`src/hw/rtl/tlpf_pkg.sv`:
```
`default_nettype none
// ----------------------------------------------------------------------------
// tlpf_pkg: shared codes for the three-level priority FIFO
// Command and status codes, queue index type and level decoding.
// ----------------------------------------------------------------------------
package tlpf_pkg;

	localparam int NumLevels = 3;

	typedef logic [1:0] queue_idx_t;

	localparam logic [1:0] CMD_ENQ = 2'd0;
	localparam logic [1:0] CMD_DEQ = 2'd1;
	localparam logic [1:0] CMD_CLR = 2'd2;

	localparam logic [1:0] STATUS_OK  = 2'd0;
	localparam logic [1:0] STATUS_OVF = 2'd1;
	localparam logic [1:0] STATUS_UNF = 2'd2;

	localparam logic [1:0] LEVEL_NONE = 2'd0;
	localparam logic [1:0] LEVEL_ONE  = 2'd1;
	localparam logic [1:0] LEVEL_TWO  = 2'd2;

	// map a level code to a queue index; anything but one or two is level three
	function automatic queue_idx_t level_to_queue(input logic [1:0] lvl);
		queue_idx_t q;
		case (lvl)
			LEVEL_ONE: q = 2'd0;
			LEVEL_TWO: q = 2'd1;
			default:   q = 2'd2;
		endcase
		return q;
	endfunction

endpackage
`default_nettype wire

```
`src/hw/rtl/tlpf_ctrl.sv`:
```
`default_nettype none
// ----------------------------------------------------------------------------
// tlpf_ctrl: handshake controller
// Tracks the output slot and issues the commit command to the datapath.
// ----------------------------------------------------------------------------
module tlpf_ctrl (
	input  wire logic clk,
	input  wire logic arst_n,
	input  wire logic in_valid,
	output logic      in_ready,
	output logic      out_valid,
	input  wire logic out_ready,
	output logic      commit
);
	import tlpf_pkg::*;

	typedef enum logic {
		ST_EMPTY,
		ST_FULL
	} state_t;

	state_t state_q;

	// slot frees as it is taken, so a new item may enter in the same cycle
	assign in_ready  = (state_q == ST_EMPTY) || out_ready;
	assign commit    = in_valid && in_ready;
	assign out_valid = (state_q == ST_FULL);

	always_ff @(posedge clk or negedge arst_n) begin
		if (!arst_n) begin
			state_q <= ST_EMPTY;
		end else begin
			case (state_q)
				ST_EMPTY: begin
					if (commit) state_q <= ST_FULL;
				end
				ST_FULL: begin
					if (out_ready && !commit) state_q <= ST_EMPTY;
				end
				default: state_q <= ST_EMPTY;
			endcase
		end
	end

endmodule
`default_nettype wire

```
`src/hw/rtl/tlpf_dp.sv`:
```
`default_nettype none
// ----------------------------------------------------------------------------
// tlpf_dp: priority FIFO datapath
// Pointer registers, shared entry memory and the result register.
// ----------------------------------------------------------------------------
module tlpf_dp #(
	parameter int DEPTH = 32
) (
	input  wire logic       clk,
	input  wire logic       arst_n,
	input  wire logic       commit,
	input  wire logic [1:0] cmd,
	input  wire logic [1:0] level,
	input  wire logic [7:0] data_in,
	output logic      [7:0] data_out,
	output logic      [1:0] status,
	output logic      [1:0] served_level,
	output logic            empty_one,
	output logic            empty_two,
	output logic            empty_three
);
	import tlpf_pkg::*;

	localparam int PW = (DEPTH > 1) ? $clog2(DEPTH) : 1;
	localparam int AW = $clog2(NumLevels * DEPTH);
	localparam logic [PW-1:0] LastPtr = PW'(DEPTH - 1);

	logic [PW-1:0] rd_ptr_q [NumLevels];
	logic [PW-1:0] wr_ptr_q [NumLevels];
	logic [PW-1:0] rd_nx    [NumLevels];
	logic [PW-1:0] wr_nx    [NumLevels];
	logic [NumLevels-1:0] empty_now, full_now, empty_nx;

	logic [7:0] mem [NumLevels * DEPTH];

	queue_idx_t qsel, deq_q;
	logic       any_data;
	logic       wr_en, rd_en;
	logic [AW-1:0] wr_addr, rd_addr;
	logic [1:0] status_d, served_d;

	logic [7:0] data_q;
	logic [1:0] status_q, served_q;
	logic [NumLevels-1:0] empty_q;

	function automatic logic [PW-1:0] advance(input logic [PW-1:0] p);
		return (p == LastPtr) ? '0 : p + 1'b1;
	endfunction

	function automatic logic [AW-1:0] slot_addr(input queue_idx_t q, input logic [PW-1:0] p);
		return AW'(q) * AW'(DEPTH) + AW'(p);
	endfunction

	always_comb begin
		for (int i = 0; i < NumLevels; i++) begin
			empty_now[i] = (rd_ptr_q[i] == wr_ptr_q[i]);
			full_now[i]  = (advance(wr_ptr_q[i]) == rd_ptr_q[i]);
		end
	end

	// level one wins a dequeue if it holds data, then level two, then level three
	always_comb begin
		qsel     = level_to_queue(level);
		any_data = ~&empty_now;
		if (!empty_now[0])      deq_q = 2'd0;
		else if (!empty_now[1]) deq_q = 2'd1;
		else                    deq_q = 2'd2;
	end

	always_comb begin
		for (int i = 0; i < NumLevels; i++) begin
			rd_nx[i] = rd_ptr_q[i];
			wr_nx[i] = wr_ptr_q[i];
		end
		wr_en    = 1'b0;
		rd_en    = 1'b0;
		status_d = STATUS_OK;
		served_d = LEVEL_NONE;
		case (cmd)
			CMD_ENQ: begin
				if (full_now[qsel]) begin
					status_d = STATUS_OVF;
				end else begin
					wr_en       = 1'b1;
					wr_nx[qsel] = advance(wr_ptr_q[qsel]);
				end
			end
			CMD_DEQ: begin
				if (any_data) begin
					rd_en        = 1'b1;
					rd_nx[deq_q] = advance(rd_ptr_q[deq_q]);
					served_d     = deq_q + 2'd1;
				end else begin
					status_d = STATUS_UNF;
				end
			end
			CMD_CLR: begin
				rd_nx[qsel] = wr_ptr_q[qsel];
			end
			default: begin
			end
		endcase
		for (int i = 0; i < NumLevels; i++) begin
			empty_nx[i] = (rd_nx[i] == wr_nx[i]);
		end
		wr_addr = slot_addr(qsel, wr_ptr_q[qsel]);
		rd_addr = slot_addr(deq_q, rd_ptr_q[deq_q]);
	end

	always_ff @(posedge clk or negedge arst_n) begin
		if (!arst_n) begin
			for (int i = 0; i < NumLevels; i++) begin
				rd_ptr_q[i] <= '0;
				wr_ptr_q[i] <= '0;
			end
		end else if (commit) begin
			for (int i = 0; i < NumLevels; i++) begin
				rd_ptr_q[i] <= rd_nx[i];
				wr_ptr_q[i] <= wr_nx[i];
			end
		end
	end

	// entry memory with its read port landing in the result register
	always_ff @(posedge clk) begin
		if (commit) begin
			if (wr_en) mem[wr_addr] <= data_in;
			data_q   <= rd_en ? mem[rd_addr] : 8'd0;
			status_q <= status_d;
			served_q <= served_d;
			empty_q  <= empty_nx;
		end
	end

	assign data_out     = data_q;
	assign status       = status_q;
	assign served_level = served_q;
	assign empty_one    = empty_q[0];
	assign empty_two    = empty_q[1];
	assign empty_three  = empty_q[2];

endmodule
`default_nettype wire

```
`src/hw/rtl/three_level_priority_fifo.sv`:
```
`default_nettype none
// ----------------------------------------------------------------------------
// three_level_priority_fifo: strict priority queue over three byte FIFOs
// Enqueue, dequeue and clear commands with one result per command.
// ----------------------------------------------------------------------------
// Usage:
//   Input channel (in_valid/in_ready) carries cmd, level and data_in. An
//   enqueue stores data_in in the FIFO of its level (level 1 or 2, anything
//   else level 3); a dequeue takes the oldest byte from the first of levels
//   1, 2, 3 that holds data; a clear empties the named level.
//   Output channel (out_valid/out_ready) returns one item per command:
//   data_out, status, served_level and the three empty flags after the step.
//   The result is registered and valid in the cycle after the command is accepted.
//   Throughput: one command per cycle while the receiver takes results; the
//   single result register and the one write / one read entry memory set
//   this figure.
//   A stalled receiver holds the result; in_ready drops until it is taken,
//   and rises again in the cycle it is taken.
//   Each level keeps one slot free, so it holds DEPTH-1 bytes. Overflow and
//   underflow report an error status and leave the state untouched.
//   Reset empties all three levels; entry contents are not cleared.
// ----------------------------------------------------------------------------
module three_level_priority_fifo #(
	parameter int DEPTH = 32
) (
	input  wire logic       clk,
	input  wire logic       arst_n,
	input  wire logic       in_valid,
	output logic            in_ready,
	input  wire logic [1:0] cmd,
	input  wire logic [1:0] level,
	input  wire logic [7:0] data_in,
	output logic            out_valid,
	input  wire logic       out_ready,
	output logic      [7:0] data_out,
	output logic      [1:0] status,
	output logic      [1:0] served_level,
	output logic            empty_one,
	output logic            empty_two,
	output logic            empty_three
);
	import tlpf_pkg::*;

	logic commit;

	// controller: owns the handshake and the output slot
	tlpf_ctrl u_ctrl (
		.clk       (clk),
		.arst_n    (arst_n),
		.in_valid  (in_valid),
		.in_ready  (in_ready),
		.out_valid (out_valid),
		.out_ready (out_ready),
		.commit    (commit)
	);

	// datapath: pointers, entry memory and result register
	tlpf_dp #(
		.DEPTH (DEPTH)
	) u_dp (
		.clk          (clk),
		.arst_n       (arst_n),
		.commit       (commit),
		.cmd          (cmd),
		.level        (level),
		.data_in      (data_in),
		.data_out     (data_out),
		.status       (status),
		.served_level (served_level),
		.empty_one    (empty_one),
		.empty_two    (empty_two),
		.empty_three  (empty_three)
	);

	// underflow only when every level is empty
	a_unf_all_empty: assert property (@(posedge clk) disable iff (!arst_n)
		out_valid && status == STATUS_UNF |-> empty_one && empty_two && empty_three)
		else $error("underflow reported with data present");

	// a served byte always carries an ok status
	a_served_ok: assert property (@(posedge clk) disable iff (!arst_n)
		out_valid && served_level != LEVEL_NONE |-> status == STATUS_OK)
		else $error("served level with error status");

	// non-zero data only comes from a dequeue
	a_data_served: assert property (@(posedge clk) disable iff (!arst_n)
		out_valid && data_out != 8'd0 |-> served_level != LEVEL_NONE)
		else $error("data without a served level");

	// an accepted item produces a result in the next cycle
	a_result_follows: assert property (@(posedge clk) disable iff (!arst_n)
		in_valid && in_ready |=> out_valid)
		else $error("accepted item produced no result");

endmodule
`default_nettype wire
```
`config.mk`:
```
export PLATFORM = sky130hd
export DESIGN_NAME = three_level_priority_fifo
export DESIGN_NICKNAME = d
export VERILOG_FILES = /design/src/hw/rtl/tlpf_pkg.sv /design/src/hw/rtl/tlpf_ctrl.sv /design/src/hw/rtl/tlpf_dp.sv /design/src/hw/rtl/three_level_priority_fifo.sv
export SDC_FILE = /design/constraint.sdc
export NUM_CORES = 1
export LEC_CHECK = 0
export BUFFER_PORTS_ARGS = -buffer_cell sky130_fd_sc_hd__clkbuf_2
export CAP_MARGIN = 20
export CORE_MARGIN = 2
export CORE_UTILIZATION = 35
export DETAILED_ROUTE_END_ITERATION = 8
export GPL_TIMING_DRIVEN = 1
export PLACE_DENSITY = 0.54
export SYNTH_ARGS = -nofsm -noshare
export SYNTH_HDL_FRONTEND = slang
export SYNTH_SLANG_ARGS = --single-unit
```
`constraint.sdc`:
```
create_clock -name clk -period 4.6 [get_ports clk]
set_input_delay 0.92 -clock clk [delete_from_list [all_inputs] [get_ports clk]]
set_output_delay 0.92 -clock clk [all_outputs]
set_load 0.005 [all_outputs]
```
==> summary.md <==
| Metric | Value |
|---|---|
| Status | `completed` |
| First-pass GRT wire length | `136 mm` |
| Max-cap viol count | `0` |
| Core ar. | `0.0964 sq mm` |
| Reg2reg path depth | `12` |
| Die area | `0.0996 sq mm` |
| Post CTS Setup Buffer Count | `0` |
| Setup Crit Path Kind | `register to register` |
| Fmax achieved | `229 MHz` |
| Via/cell ratio | `5.43` |
| Buf/Inv on CP | `3` |
| Setup TNS Final | `0 ns` |
| Reg-to-reg endpoint | `u_dp.data_out[3]` |
| Syn Area/Cell | `14.8 sq um` |
| R2r setup slk | `0.23 ns` |
| Final net count | `2,403` |
| Hold WC Path Type | `input port to async pin` |
| # IOs | `33` |
| Placed cells | `3,557` |
| Met3 Track Usage GR | `4.26%` |
| CP Launch Point | `u_dp.wr_ptr_q[12]` |
| Longest Clk Path Bufs | `3` |
| Root Buffer | `clkbuf_16` |
| Crit. End Element | `register` |
| Crit-path max FO | `13` |
| Die Ht | `316 um` |
| IO Port Bufs | `32` |
| RSZ-0062 raised after global routing | `no` |
| Clock skew | `0.0272 ns` |
| Initial drt markers | `2,236` |
| Fraction of layout cells with a size suffix above 1 | `13.0%` |
| Final period utilization | `95.0%` |
| Initial antenna violation count | `0` |
| CTS Sinks | `814` |
| Grt total ovfl | `0` |
| Max IR drop VDD | `0.717 mV` |
| Starting Density | `35.3%` |
| Vias in the first global route | `20.2k` |
| Detailed-route DRC error count | `0` |
| Fill cells | `8,906` |
| Crit path to | `u_dp.data_out[3]` |
| Antenna Nets Post-Route | `0` |
| Gr busiest metal | `met2` |
| Synth Instances | `2,299` |
| Ys flop type | `edfxtp_1` |
| Post-synth EDFFs | `783` |
| DR WL/cell | `24.9 um` |
| Worst EP required | `4.94 ns` |
| Slew Limit Headroom | `30.3%` |
| Dpl hpwl | `59.4 mm` |
| Leakage | `13.0 nW` |
| Worst-Skew Late Latency | `0.65 ns` |
| R2r startpoint | `u_dp.wr_ptr_q[12]` |
| Max H-tree Level | `3` |
| Synth Net Count | `2,331` |
| Multi-input gate area | `0.00901 sq mm` |
| Critical path arrival | `4.72 ns` |
| Max-slew violations | `0` |
| Total clock buffers created by CTS | `86` |
| Measured slew at the worst slew-check pin | `1.05 ns` |
| WL final | `92.5 mm` |
| Final Hold Violating Endpoints | `0` |
| Largest net degree at the start of global routing | `97` |
| Async set or reset register ratio after synthesis | `3.81%` |
| #FFs+latches synth | `814` |
| Final worst path period need | `4.37 ns` |
| CTS tree | `built` |
| DR vias | `20.2k` |
| Total global-route track usage | `18.5%` |
| Max incr delay on CP | `0.55 ns` |
| Area delta synth->final | `13.4%` |
| Setup violators final | `0` |
| Worst path slowest cell | `nor3_1` |
| GR met2 Demand/Resource | `29.4%` |
| Stages on worst setup path | `12` |
| Largest delay share family, worst path | `simple AND/OR/NAND/NOR gates` |
| Syn Std Cell Area | `0.0340 sq mm` |
| Sequential fraction of the synthesis area | `71.4%` |
| FF+latch area | `0.0243 sq mm` |
| GR Util met1 | `25.3%` |
| ANT cells | `0` |
| Row cnt | `114` |
| Post-route cell area | `0.0386 sq mm` |
| Die W | `316 um` |
| Non-Filler Instances | `3,715` |
| Power per Cell Area | `738 mW/mm^2` |
| First-pass DRT Iterations | `6` |
| CP Cell Sequence | `xnor2_1 > and3_1 > nand2_2 > buf_4 > o31ai_4 > inv_2 > buf_4 > nor2_1 > nand3_1 > a41o_1 > nor3_1 > nor3_1` |
| Synth warn | `0` |
| CTS clk-pin slew, worst paths | `0.06 ns` |
| Synth cell types | `66` |
| DP Area | `0.0359 sq mm` |
| Setup crit start kind | `register` |
| GP Congestion | `0.911` |
-- synth_stat cells, drive strengths merged (2+ instances only) --
master / n / share of area, %
a211oi: 24 / 0.54
a21boi: 2 / 0.044
a21o: 6 / 0.13
a21oi: 87 / 1.3
a221o: 9 / 0.26
a221oi: 20 / 0.52
a22o: 7 / 0.18
a22oi: 19 / 0.42
a31oi: 18 / 0.33
a32o: 10 / 0.29
a32oi: 8 / 0.21
and2: 9 / 0.17
and3: 14 / 0.26
and4: 2 / 0.052
buf: 77 / 1.3
clkbuf: 53 / 0.59
dfrtp: 31 / 2.3
edfxtp: 783 / 69
ha: 16 / 0.59
inv: 23 / 0.25
mux2: 12 / 0.40
mux2i: 162 / 4.8
mux4: 52 / 3.5
nand2: 335 / 3.7
nand2b: 19 / 0.35
nand3: 81 / 1.2
nand3b: 2 / 0.044
nand4: 26 / 0.52
nor2: 152 / 1.7
nor2b: 4 / 0.074
nor3: 13 / 0.19
nor4: 24 / 0.44
o211ai: 12 / 0.26
o21ai: 50 / 0.74
o21bai: 7 / 0.15
o221ai: 7 / 0.18
o22ai: 33 / 0.61
o311a: 6 / 0.18
o31a: 6 / 0.15
o31ai: 8 / 0.26
or3: 3 / 0.055
or4: 10 / 0.22
xnor2: 33 / 0.85
xor2: 15 / 0.39
-- placed cells by master, fill, tap and decap left out, drive strengths merged, types with 26 or more instances in the layout --
cell type and count:
edfxtp 783, nand2 335, mux2i 162, nor2 152, clkbuf 133, buf 90
a21oi 87, nand3 81, mux4 52, o21ai 50, clkinv 37, xnor2 33
o22ai 33, dfrtp 31, inv 27, nand4 26
-- stage by stage --
step                worst slack (ns)  utilization (%)  power (mW)  hold WS (ns)
floorplan                      0.936                -        17.3         0.506
global placement               0.317             37.2        21.9         0.542
detailed placement             0.280             37.2        22.0         0.559
CTS                            0.246             39.9        28.5         0.386
global route                  0.0506             40.0        29.7         0.447
finish                         0.229             40.0        28.5         0.387
-- logic make-up (layout without fill, tap and decap cells) --
group                    count (synthesis)  in the layout  share of synthesized area, %
flip-flops                             814            814                          71.4
AND/OR/NAND/NOR                        697            697                          9.03
AO/OA/AOI/OAI                          345            345                          6.90
multiplexers                           226            226                          8.62
buffers and inverters                  153            293                          2.18
XOR/XNOR                                48             48                          1.24
adder cells (fa/ha/maj)                 16             16                         0.589
-- power by group --
| part | internal [mW] | switching [mW] |
|---|---|---|
| clock network | 3.70 | 2.82 |
| registers | 8.30 | 0.177 |
| logic | 4.66 | 8.81 |
| total | 16.7 | 11.8 |
-- flip-flops by register name (all words and copies together), names as in the netlist --
| name | flops |
|---|---|
| u_ctrl.out_valid | 1 |
| u_dp.data_out | 8 |
| u_dp.empty_q | 3 |
| u_dp.mem | 768 |
| u_dp.rd_ptr_q | 15 |
| u_dp.served_level | 2 |
| u_dp.status | 2 |
| u_dp.wr_ptr_q | 15 |
-- how the worst min path moves through the flow --
stage	start	slack, ns	depth (start not counted)	endpoint
floorplan	u_dp.rd_ptr_q[5]	0.51	2	u_dp.rd_ptr_q[5]
CTS	arst_n	0.39	1	u_dp.rd_ptr_q[12]
detailed placement	u_dp.rd_ptr_q[5]	0.56	2	u_dp.rd_ptr_q[5]
global route	arst_n	0.45	1	u_dp.rd_ptr_q[10]
finish	arst_n	0.39	1	u_dp.rd_ptr_q[10]
global placement	u_ctrl.out_valid	0.54	2	u_ctrl.out_valid
-- area by class of cell --
class / count / area share, %
sequential: 814 / 63.0
multi-input combinational: 1332 / 23.4
clock buffer: 109 / 5.83
tap: 1276 / 4.14
timing repair buffer: 114 / 2.43
clock inverter: 47 / 1.01
inverter: 23 / 0.243
-- worst reg2reg max path, delay by kind of cell, from the launching register on --
family,cells,cell delay [ns]
compound gates,2,0.76
flops,1,0.49
buf+inv,3,0.75
simple gates,6,1.83
xor+xnor,1,0.23
-- routing by layer --
layer	up-vias	wire [um]	part of all wire, %
met1	10281	39800	43
met2	754	43600	47
met3	126	6990	7.6
li1	9012	-	-
met4	0	2130	2.3
met5	-	0	0
-- timing repair --
item | CTS | global route
gates resized for setup | 0 | 1
setup endpoints to repair | 0 | 2
hold buffers | 0 | 0
Power figures use the tool's default switching activity.
